`src/hw/rtl/idrc_pkg.sv`:
```
`timescale 1ns / 1ps
// ----------------------------------------------------------------------------
// idrc_pkg
// Shared types, widths and codes of the inter-packet delay rate control core.
// ----------------------------------------------------------------------------
package idrc_pkg;

  // Field widths
  localparam int unsigned ACT_W    = 3;
  localparam int unsigned BLK_W    = 32;
  localparam int unsigned LOSS_W   = 17;
  localparam int unsigned STATUS_W = 2;
  localparam int unsigned DELAY_W  = 22;
  localparam int unsigned FACT_W   = 16;
  localparam int unsigned TGT_W    = 20;
  localparam int unsigned CFG_W    = 32;
  localparam int unsigned CIDX_W   = 3;

  // Datapath widths
  localparam int unsigned DEN_W  = 33;              // sd * span
  localparam int unsigned PROD_W = 34;              // (sn - sd) * m, signed
  localparam int unsigned NUM_W  = 35;              // den + prod, signed
  localparam int unsigned MULB_W = 34;              // positive numerator
  localparam int unsigned DVD_W  = DELAY_W + MULB_W;
  localparam int unsigned QUO_W  = 14;              // quotient bits kept
  localparam int unsigned DSH_W  = DEN_W + QUO_W;
  localparam int unsigned DIV_STEPS = QUO_W;
  localparam int unsigned CNT_W  = $clog2(DIV_STEPS);

  // Constants
  localparam logic [LOSS_W-1:0]  LOSS_FULL  = LOSS_W'(100000);
  localparam logic [DELAY_W-1:0] DELAY_CEIL = DELAY_W'(10000);

  // Request codes
  localparam logic [ACT_W-1:0] ACT_ERR     = 3'd0;
  localparam logic [ACT_W-1:0] ACT_RESTART = 3'd1;
  localparam logic [ACT_W-1:0] ACT_RESEND  = 3'd2;
  localparam logic [ACT_W-1:0] ACT_BEGIN   = 3'd3;

  // Status codes
  localparam logic [STATUS_W-1:0] ST_OK          = 2'd0;
  localparam logic [STATUS_W-1:0] ST_BAD_RESTART = 2'd1;
  localparam logic [STATUS_W-1:0] ST_UNKNOWN     = 2'd2;

  // Register indexes
  localparam logic [CIDX_W-1:0] CFG_THR    = 3'd0;
  localparam logic [CIDX_W-1:0] CFG_SN     = 3'd1;
  localparam logic [CIDX_W-1:0] CFG_SD     = 3'd2;
  localparam logic [CIDX_W-1:0] CFG_FN     = 3'd3;
  localparam logic [CIDX_W-1:0] CFG_FD     = 3'd4;
  localparam logic [CIDX_W-1:0] CFG_TGT    = 3'd5;
  localparam logic [CIDX_W-1:0] CFG_TOTAL  = 3'd6;
  localparam logic [CIDX_W-1:0] CFG_RTXOFF = 3'd7;

  // Configuration register file contents
  typedef struct packed {
    logic [LOSS_W-1:0] thr;
    logic [FACT_W-1:0] sn;
    logic [FACT_W-1:0] sd;
    logic [FACT_W-1:0] fn;
    logic [FACT_W-1:0] fd;
    logic [TGT_W-1:0]  tgt;
    logic [BLK_W-1:0]  total;
    logic              rtx_off;
  } cfg_t;

  // Controller to datapath commands
  typedef struct packed {
    logic load;
    logic mul1;
    logic add;
    logic mul2;
    logic chk;
    logic div;
    logic fin;
  } cmd_t;

  // Datapath to controller status
  typedef struct packed {
    logic is_err;
  } sts_t;

endpackage

```
`src/hw/rtl/idrc_cfg.sv`:
```
`timescale 1ns / 1ps
// ----------------------------------------------------------------------------
// idrc_cfg
// Configuration register file, written through a plain indexed write port.
// ----------------------------------------------------------------------------
module idrc_cfg (
  input  logic                           clk_i,
  input  logic                           rst_ni,
  input  logic                           cfg_we_i,
  input  logic [idrc_pkg::CIDX_W-1:0]    cfg_idx_i,
  input  logic [idrc_pkg::CFG_W-1:0]     cfg_data_i,
  output idrc_pkg::cfg_t                 cfg_o
);
  import idrc_pkg::*;

  cfg_t cfg_q, cfg_d;

  // Register write decode, data truncated to each register's width
  always_comb begin
    cfg_d = cfg_q;
    if (cfg_we_i) begin
      unique case (cfg_idx_i)
        CFG_THR:    cfg_d.thr     = cfg_data_i[LOSS_W-1:0];
        CFG_SN:     cfg_d.sn      = cfg_data_i[FACT_W-1:0];
        CFG_SD:     cfg_d.sd      = cfg_data_i[FACT_W-1:0];
        CFG_FN:     cfg_d.fn      = cfg_data_i[FACT_W-1:0];
        CFG_FD:     cfg_d.fd      = cfg_data_i[FACT_W-1:0];
        CFG_TGT:    cfg_d.tgt     = cfg_data_i[TGT_W-1:0];
        CFG_TOTAL:  cfg_d.total   = cfg_data_i[BLK_W-1:0];
        CFG_RTXOFF: cfg_d.rtx_off = cfg_data_i[0];
        default:    cfg_d = cfg_q;
      endcase
    end
  end

  always_ff @(posedge clk_i or negedge rst_ni) begin
    if (!rst_ni) begin
      cfg_q.thr     <= '0;
      cfg_q.sn      <= FACT_W'(25);
      cfg_q.sd      <= FACT_W'(24);
      cfg_q.fn      <= FACT_W'(5);
      cfg_q.fd      <= FACT_W'(6);
      cfg_q.tgt     <= '0;
      cfg_q.total   <= '0;
      cfg_q.rtx_off <= 1'b0;
    end else begin
      cfg_q <= cfg_d;
    end
  end

  assign cfg_o = cfg_q;

endmodule

```
`src/hw/rtl/idrc_ctrl.sv`:
```
`timescale 1ns / 1ps
// ----------------------------------------------------------------------------
// idrc_ctrl
// Sequencer: steps the datapath through multiply, add, range check and serial
// divide for error reports, and owns the input stall and output word valid.
// ----------------------------------------------------------------------------
module idrc_ctrl (
  input  logic           clk_i,
  input  logic           rst_ni,
  input  logic           in_valid_i,
  output logic           in_stall_o,
  output logic           out_valid_o,
  input  logic           out_stall_i,
  input  idrc_pkg::sts_t sts_i,
  output idrc_pkg::cmd_t cmd_o
);
  import idrc_pkg::*;

  localparam logic [2:0] S_IDLE = 3'd0;
  localparam logic [2:0] S_MUL1 = 3'd1;
  localparam logic [2:0] S_ADD  = 3'd2;
  localparam logic [2:0] S_MUL2 = 3'd3;
  localparam logic [2:0] S_CHK  = 3'd4;
  localparam logic [2:0] S_DIV  = 3'd5;
  localparam logic [2:0] S_FIN  = 3'd6;

  logic [2:0]       state_q, state_d;
  logic [CNT_W-1:0] cnt_q, cnt_d;
  logic             out_valid_q, out_valid_d;
  cmd_t             cmd;

  // Next state and commands
  always_comb begin
    state_d = state_q;
    cnt_d   = cnt_q;
    cmd     = '0;
    unique case (state_q)
      S_IDLE: begin
        if (in_valid_i) begin
          cmd.load = 1'b1;
          state_d  = S_MUL1;
        end
      end
      S_MUL1: begin
        cmd.mul1 = 1'b1;
        state_d  = sts_i.is_err ? S_ADD : S_FIN;
      end
      S_ADD: begin
        cmd.add = 1'b1;
        state_d = S_MUL2;
      end
      S_MUL2: begin
        cmd.mul2 = 1'b1;
        state_d  = S_CHK;
      end
      S_CHK: begin
        cmd.chk = 1'b1;
        cnt_d   = CNT_W'(DIV_STEPS - 1);
        state_d = S_DIV;
      end
      S_DIV: begin
        cmd.div = 1'b1;
        if (cnt_q == '0) begin
          state_d = S_FIN;
        end else begin
          cnt_d = cnt_q - 1'b1;
        end
      end
      S_FIN: begin
        // wait for the output register to be free
        if (!out_valid_q || !out_stall_i) begin
          cmd.fin = 1'b1;
          state_d = S_IDLE;
        end
      end
      default: state_d = S_IDLE;
    endcase
  end

  // Output word valid
  always_comb begin
    out_valid_d = out_valid_q;
    if (cmd.fin) begin
      out_valid_d = 1'b1;
    end else if (out_valid_q && !out_stall_i) begin
      out_valid_d = 1'b0;
    end
  end

  always_ff @(posedge clk_i or negedge rst_ni) begin
    if (!rst_ni) begin
      state_q     <= S_IDLE;
      cnt_q       <= '0;
      out_valid_q <= 1'b0;
    end else begin
      state_q     <= state_d;
      cnt_q       <= cnt_d;
      out_valid_q <= out_valid_d;
    end
  end

  assign in_stall_o  = (state_q != S_IDLE);
  assign out_valid_o = out_valid_q;
  assign cmd_o       = cmd;

  // Accepted word always starts the sequence
  a_accept_to_mul1: assert property (@(posedge clk_i) disable iff (!rst_ni)
    (in_valid_i && !in_stall_o) |=> (state_q == S_MUL1))
    else $error("accepted word did not start the sequence");

  // Result only loaded when the output register can take it
  a_fin_room: assert property (@(posedge clk_i) disable iff (!rst_ni)
    cmd.fin |-> (!out_valid_q || !out_stall_i))
    else $error("result overwrote a pending output word");

  // Loaded result is presented next cycle
  a_fin_valid: assert property (@(posedge clk_i) disable iff (!rst_ni)
    cmd.fin |=> out_valid_q)
    else $error("finished result not presented");

  // Divide ends after its last step
  a_div_end: assert property (@(posedge clk_i) disable iff (!rst_ni)
    (state_q == S_DIV && cnt_q == '0) |=> (state_q == S_FIN))
    else $error("divide did not finish on its last step");

endmodule

```
`src/hw/rtl/idrc_dpath.sv`:
```
`timescale 1ns / 1ps
// ----------------------------------------------------------------------------
// idrc_dpath
// Datapath: request registers, delay and position state, the delay scaling
// arithmetic with a restoring divider, and the output word register.
// ----------------------------------------------------------------------------
module idrc_dpath (
  input  logic                             clk_i,
  input  logic                             rst_ni,
  input  idrc_pkg::cfg_t                   cfg_i,
  input  idrc_pkg::cmd_t                   cmd_i,
  output idrc_pkg::sts_t                   sts_o,
  input  logic [idrc_pkg::ACT_W-1:0]       action_i,
  input  logic [idrc_pkg::BLK_W-1:0]       block_number_i,
  input  logic [idrc_pkg::LOSS_W-1:0]      reported_loss_i,
  output logic [idrc_pkg::STATUS_W-1:0]    status_o,
  output logic [idrc_pkg::DELAY_W-1:0]     delay_now_o,
  output logic [idrc_pkg::BLK_W-1:0]       position_now_o,
  output logic                             resend_valid_o,
  output logic [idrc_pkg::BLK_W-1:0]       resend_block_o
);
  import idrc_pkg::*;

  // Request registers
  logic [ACT_W-1:0]  act_q;
  logic [BLK_W-1:0]  blk_q;
  logic [LOSS_W-1:0] loss_q;

  // Architectural state
  logic [DELAY_W-1:0] delay_q, delay_d;
  logic [BLK_W-1:0]   pos_q, pos_d;

  // Arithmetic registers
  logic                     slow_q;
  logic [DEN_W-1:0]         den_q;
  logic signed [PROD_W-1:0] prod_q;
  logic signed [NUM_W-1:0]  num_q;
  logic [DVD_W-1:0]         dvd_q;
  logic [DEN_W-1:0]         dvs_q;
  logic                     ovf_q;
  logic [DSH_W-1:0]         rem_q, dsh_q;
  logic [QUO_W-1:0]         quo_q;

  // Output word registers
  logic [STATUS_W-1:0] status_q, status_d;
  logic                rv_q, rv_d;
  logic [BLK_W-1:0]    rb_q, rb_d;

  // First multiply stage operands
  logic [LOSS_W-1:0]        e_sat, span, m;
  logic                     slow;
  logic signed [FACT_W:0]   diff;
  logic signed [LOSS_W:0]   m_s;
  logic [MULB_W-1:0]        mul_b;
  logic [DELAY_W-1:0]       raw, capped, adj;

  assign e_sat = (loss_q > LOSS_FULL) ? LOSS_FULL : loss_q;
  assign slow  = (e_sat > cfg_i.thr);
  assign span  = LOSS_FULL - cfg_i.thr;
  assign m     = LOSS_W'(e_sat - cfg_i.thr + LOSS_W'(1));
  assign diff  = $signed({1'b0, cfg_i.sn}) - $signed({1'b0, cfg_i.sd});
  assign m_s   = $signed({1'b0, m});

  // Second multiply operand: positive numerator or speedup factor
  assign mul_b = slow_q ? num_q[MULB_W-1:0] : MULB_W'(cfg_i.fn);

  // Request registers
  always_ff @(posedge clk_i) begin
    if (cmd_i.load) begin
      act_q  <= action_i;
      blk_q  <= block_number_i;
      loss_q <= reported_loss_i;
    end
  end

  // Scaling arithmetic and restoring divide
  always_ff @(posedge clk_i) begin
    if (cmd_i.mul1) begin
      slow_q <= slow;
      den_q  <= DEN_W'(cfg_i.sd) * DEN_W'(span);
      prod_q <= PROD_W'(diff) * PROD_W'(m_s);
    end
    if (cmd_i.add) begin
      num_q <= NUM_W'($signed({1'b0, den_q})) + NUM_W'(prod_q);
    end
    if (cmd_i.mul2) begin
      dvd_q <= DVD_W'(delay_q) * DVD_W'(mul_b);
      dvs_q <= slow_q ? den_q : DEN_W'(cfg_i.fd);
    end
    if (cmd_i.chk) begin
      ovf_q <= (dvd_q >= DVD_W'({dvs_q, QUO_W'(0)}));
      rem_q <= dvd_q[DSH_W-1:0];
      dsh_q <= DSH_W'({dvs_q, (QUO_W - 1)'(0)});
      quo_q <= '0;
    end
    if (cmd_i.div) begin
      if (rem_q >= dsh_q) begin
        rem_q <= rem_q - dsh_q;
        quo_q <= {quo_q[QUO_W-2:0], 1'b1};
      end else begin
        quo_q <= {quo_q[QUO_W-2:0], 1'b0};
      end
      dsh_q <= dsh_q >> 1;
    end
  end

  // Scaled delay: zero divisor keeps it, non-positive numerator zeroes it
  always_comb begin
    priority if (dvs_q == '0) begin
      raw = delay_q;
    end else if (slow_q && (num_q[NUM_W-1] || num_q == '0)) begin
      raw = '0;
    end else if (ovf_q) begin
      raw = DELAY_CEIL;
    end else begin
      raw = DELAY_W'(quo_q);
    end
    capped = (raw > DELAY_CEIL) ? DELAY_CEIL : raw;
    adj    = (capped < DELAY_W'(cfg_i.tgt)) ? DELAY_W'(cfg_i.tgt) : capped;
  end

  // Request outcome
  always_comb begin
    delay_d  = delay_q;
    pos_d    = pos_q;
    status_d = ST_OK;
    rv_d     = 1'b0;
    rb_d     = '0;
    unique case (act_q)
      ACT_ERR: delay_d = adj;
      ACT_RESTART: begin
        if (blk_q == '0 || blk_q > cfg_i.total) begin
          status_d = ST_BAD_RESTART;
        end else begin
          pos_d = blk_q;
        end
      end
      ACT_RESEND: begin
        if (!cfg_i.rtx_off) begin
          rv_d = 1'b1;
          rb_d = blk_q;
        end
      end
      ACT_BEGIN: begin
        pos_d   = '0;
        delay_d = DELAY_W'(cfg_i.tgt) * DELAY_W'(3);
      end
      default: status_d = ST_UNKNOWN;
    endcase
  end

  // State update
  always_ff @(posedge clk_i or negedge rst_ni) begin
    if (!rst_ni) begin
      delay_q <= '0;
      pos_q   <= '0;
    end else if (cmd_i.fin) begin
      delay_q <= delay_d;
      pos_q   <= pos_d;
    end
  end

  // Output word
  always_ff @(posedge clk_i) begin
    if (cmd_i.fin) begin
      status_q <= status_d;
      rv_q     <= rv_d;
      rb_q     <= rb_d;
    end
  end

  assign sts_o.is_err   = (act_q == ACT_ERR);
  assign status_o       = status_q;
  assign delay_now_o    = delay_q;
  assign position_now_o = pos_q;
  assign resend_valid_o = rv_q;
  assign resend_block_o = rb_q;

endmodule

```
`src/hw/rtl/interpacket_delay_rate_control_core.sv`:
```
`timescale 1ns / 1ps
// ----------------------------------------------------------------------------
// interpacket_delay_rate_control_core
// Sender-side feedback handler: inter-packet delay and block position control.
// ----------------------------------------------------------------------------
// Takes one client request word at a time and returns one result word. An
// error report runs through a multiply, an add, a second multiply, a range
// check, 14 restoring divide steps and the finish state; other requests go
// from the first multiply straight to finish. The next word is accepted in
// the cycle after the result is loaded, so no new word is taken before the
// last is through; a result held in the output register by out_stall holds
// the next one in its finish state. delay_now and position_now show the state
// after the request. The user must write configuration through the indexed
// write port while no request is in flight; the core does not enforce this.
module interpacket_delay_rate_control_core (
  input  logic                          clk_i,
  input  logic                          rst_ni,
  // configuration
  input  logic                          cfg_we_i,
  input  logic [idrc_pkg::CIDX_W-1:0]   cfg_idx_i,
  input  logic [idrc_pkg::CFG_W-1:0]    cfg_data_i,
  // request channel
  input  logic                          in_valid_i,
  output logic                          in_stall_o,
  input  logic [idrc_pkg::ACT_W-1:0]    action_i,
  input  logic [idrc_pkg::BLK_W-1:0]    block_number_i,
  input  logic [idrc_pkg::LOSS_W-1:0]   reported_loss_i,
  // result channel
  output logic                          out_valid_o,
  input  logic                          out_stall_i,
  output logic [idrc_pkg::STATUS_W-1:0] status_o,
  output logic [idrc_pkg::DELAY_W-1:0]  delay_now_o,
  output logic [idrc_pkg::BLK_W-1:0]    position_now_o,
  output logic                          resend_valid_o,
  output logic [idrc_pkg::BLK_W-1:0]    resend_block_o
);
  import idrc_pkg::*;

  cfg_t cfg;
  cmd_t cmd;
  sts_t sts;

  // Configuration registers
  idrc_cfg u_cfg (
    .clk_i      (clk_i),
    .rst_ni     (rst_ni),
    .cfg_we_i   (cfg_we_i),
    .cfg_idx_i  (cfg_idx_i),
    .cfg_data_i (cfg_data_i),
    .cfg_o      (cfg)
  );

  // Sequencer
  idrc_ctrl u_ctrl (
    .clk_i       (clk_i),
    .rst_ni      (rst_ni),
    .in_valid_i  (in_valid_i),
    .in_stall_o  (in_stall_o),
    .out_valid_o (out_valid_o),
    .out_stall_i (out_stall_i),
    .sts_i       (sts),
    .cmd_o       (cmd)
  );

  // Datapath
  idrc_dpath u_dpath (
    .clk_i           (clk_i),
    .rst_ni          (rst_ni),
    .cfg_i           (cfg),
    .cmd_i           (cmd),
    .sts_o           (sts),
    .action_i        (action_i),
    .block_number_i  (block_number_i),
    .reported_loss_i (reported_loss_i),
    .status_o        (status_o),
    .delay_now_o     (delay_now_o),
    .position_now_o  (position_now_o),
    .resend_valid_o  (resend_valid_o),
    .resend_block_o  (resend_block_o)
  );

endmodule
```
`config.mk`:
```
export PLATFORM = sky130hd
export DESIGN_NAME = interpacket_delay_rate_control_core
export DESIGN_NICKNAME = d
export VERILOG_FILES = /design/src/hw/rtl/idrc_pkg.sv /design/src/hw/rtl/idrc_cfg.sv /design/src/hw/rtl/idrc_ctrl.sv /design/src/hw/rtl/idrc_dpath.sv /design/src/hw/rtl/interpacket_delay_rate_control_core.sv
export SDC_FILE = /design/constraint.sdc
export NUM_CORES = 2
export LEC_CHECK = 0
export BUFFER_PORTS_ARGS = -buffer_cell sky130_fd_sc_hd__buf_4
export CAP_MARGIN = 25
export CORE_AREA = 2 2 420 422
export DETAILED_ROUTE_END_ITERATION = 8
export DIE_AREA = 0 0 422 424
export GPL_TIMING_DRIVEN = 0
export MAX_ROUTING_LAYER = met4
export SETUP_SLACK_MARGIN = 0.02
export SYNTH_ARGS = -nofsm -noshare
export SYNTH_HDL_FRONTEND = slang
export SYNTH_SLANG_ARGS = --single-unit
export TNS_END_PERCENT = 100
```
`constraint.sdc`:
```
create_clock -name clk_i -period 21.7 [get_ports clk_i]
set_clock_uncertainty 0.1 [all_clocks]
set_input_delay 6.51 -clock clk_i [delete_from_list [all_inputs] [get_ports clk_i]]
set_output_delay 6.51 -clock clk_i [all_outputs]
set_load 0.02 [all_outputs]
```
==> out/qor.yml <==
outcome: "complete, no violations"
synth_cells: 7685
grt_overflow: 0
cts_sinks: 583
post_cts_resized: 0
synth_edf_count: 340
drt_wl_total_um: 235000
dieArea_um2: 179000
nets: 9791
layout_setup_ws_ns: 9.71
yosysTopAreaCell: "fa_1"
min_path_type: "reg2reg"
cts_tree: "done"
n_fill_cell: 16919
relSlewSlack_pct: 20.7
io_pins: 183
ys_ff_latch: 583
drt_iter0_drc: 4328
hold_viol: 0
period_share_pct: 55.3
slowest_stage: "xor2_1"
cp.arrival_ns: 12.31
drv_cap: 0
place_congestion: 1.00
io_buffers: 180
ys_dominant_reg_cell: "edfxtp_1"
insertion_delay_ns: 0.69
start_util_pct: 41.7
cp-startpoint: "u_dpath.loss_q[4]$_DFFE_PP_"
cts-root-buf: "clkbuf_16"
clk_pin_slew_ns: 0.06
timing.hold.ws_ns: 0.391
vias_per_cell: 5.39
yosysSeqAreaShare_pct: 22.0
ys_top_cells_by_area: "fa_1 30%, edfxtp_1 14%, ha_1 11%"
cts_buffers: 69
max_stage_delay_ns: 0.81
ys_warn_count: 0
drv_slew: 0
start_kind: "flop"
yosysUniqueCellTypes: 97
synth_top_area_share_pct: 29.7
rr_startpoint: "u_dpath.loss_q[4]$_DFFE_PP_"
coreArea_um2: 175000
syn-cell-area_um2: 73000
final_antenna_net_count: 0
min_from: "u_dpath.rem_q[38]$_DFF_P_"
place_ws_ns: 9.74
synth_most_common_cell: "inv_1"
placed_cell_area_um2: 77800
drc: 0
grt_pass1_vias: 57975
drive_gt1_share_pct: 6.63
wl_per_cell_um: 22.6
die_w_um: 422
setup_tns_ns: 0
path_max_fanout: 10
critical_path_required_ns: 22.02
num_rows: 154
finalCriticalPeriod_ns: 11.99
rsz0062_at_grt: "false"
cts_buffer_depth: 3
grt_pass1_wl_um: 356000
crit_type: "reg2reg"
endpoint_kind: "flop"
final_area_um2: 80200
via_count: 56014
yosys-top-cells-count: "1400 x inv_1, 1101 x nand2_1, 1081 x fa_1"
grt_antenna_before_repair: 12
ctsHoldBuffers: 0
hpwl_um: 190000
firstDrtPassIters: 7
area_growth_pct: 9.89
htreeDepth: 3
grt_start_max_net_pins: 101
grt_usage_pct: 27.1
setup_violations: 0
avgSynthCellArea_um2: 9.50
worst_slew_pin_slew_ns: 1.19
cts_setup_buffers: 0
die_h_um: 424
synthArstFlopShare_pct: 33.6
fmax_ghz: 0.0834
## placed cells by master (no fill, tap or decap), types with 154 or more instances in the layout
| master | Yosys | routed |
|---|---|---|
| a21oi_1 | 235 | 235 |
| dfrtp_1 | 187 | 187 |
| and3_1 | 154 | 154 |
| and2_1 | 321 | 321 |
| ha_1 | 634 | 634 |
| fa_1 | 1081 | 1081 |
| nor2_1 | 322 | 320 |
| buf_4 | 0 | 200 |
| nand2_1 | 1101 | 1101 |
| edfxtp_1 | 340 | 340 |
| xnor2_1 | 172 | 170 |
| clkbuf_1 | 316 | 330 |
| inv_1 | 1400 | 1399 |
## cell type report
cell class / instances / area, um^2 / area share [%]
diodes: 7 / 17.5 / 0.0218
repair buffers: 223 / 1830 / 2.28
clock buffers: 92 / 1930 / 2.40
inverters: 1402 / 5260 / 6.56
well taps: 2340 / 2930 / 3.65
clock inverters: 36 / 437 / 0.545
flip-flops and latches: 583 / 16100 / 20.0
multi-input cells: 5374 / 50500 / 62.9
plain buffers: 331 / 1270 / 1.58
## critical path: cells and delay by family (launching register included)
family / cells / cell delay, ns
AO/OA/AOI/OAI: 18 / 4.09
XOR/XNOR: 2 / 0.91
adder cells (fa/ha/maj): 10 / 4.27
buffers and inverters: 8 / 0.62
flip-flops: 1 / 0.37
AND/OR/NAND/NOR: 6 / 1.38
## registers in the layout, summed over array words and instances, names as in the netlist, 14 cells and up
name	count
u_dpath.dsh_q	46
u_dpath.delay_now_o	22
u_dpath.num_q	35
u_dpath.dvs_q	33
u_dpath.blk_q	32
u_dpath.dvd_q	56
u_dpath.quo_q	14
u_dpath.loss_q	17
u_dpath.resend_block_o	32
u_dpath.prod_q	34
u_dpath.position_now_o	32
u_dpath.den_q	33
u_cfg.cfg_o	134
u_dpath.rem_q	47
## logic make-up after synthesis
| family | count (synthesis) | synth area share, % |
|---|---|---|
| other cells | 1 | 0.00514 |
| fa+ha+maj | 1715 | 40.5 |
| xor+xnor | 228 | 2.74 |
| mux | 179 | 2.68 |
| flops | 583 | 22.0 |
| compound gates | 939 | 8.26 |
| simple gates | 2307 | 14.8 |
| buf+inv | 1733 | 8.94 |
## metal layers
| metal | vias to the layer above | track usage, % | share of wire (%) |
|---|---|---|---|
| met3 | 486 | 4.50 | 6.8 |
| met2 | 1942 | 43.4 | 47 |
| met1 | 28465 | 33.9 | 41 |
| met5 | - | - | 0 |
| met4 | 0 | 12.0 | 5.2 |
| li1 | 25121 | - | - |
## per-stage QoR
step                util (%)  cells
floorplan                  -   7690
global placement        44.2  10210
detailed placement      44.4  10247
CTS                     45.8  10375
global route            45.8  10383
finish                  45.8  10388
## final timing paths
path                                                       endpoint  slack, ns  depth (start not counted)
worst max register to register         u_dpath.prod_q[33]$_DFFE_PP_       9.71                         44
worst min-delay path                      u_dpath.rem_q[38]$_DFF_P_       0.39                          2
worst max-delay path                   u_dpath.prod_q[33]$_DFFE_PP_       9.71                         44
worst min register to register            u_dpath.rem_q[38]$_DFF_P_       0.39                          2
min in group asynchronous       u_dpath.delay_now_o[21]$_DFFE_PN0P_       5.73                          1
max in group asynchronous              u_cfg.cfg_o[126]$_DFFE_PN0P_      14.65                          2
Power is not shown: default switching activity piles up to over one toggle a cycle in this logic, so the estimate is an artifact.
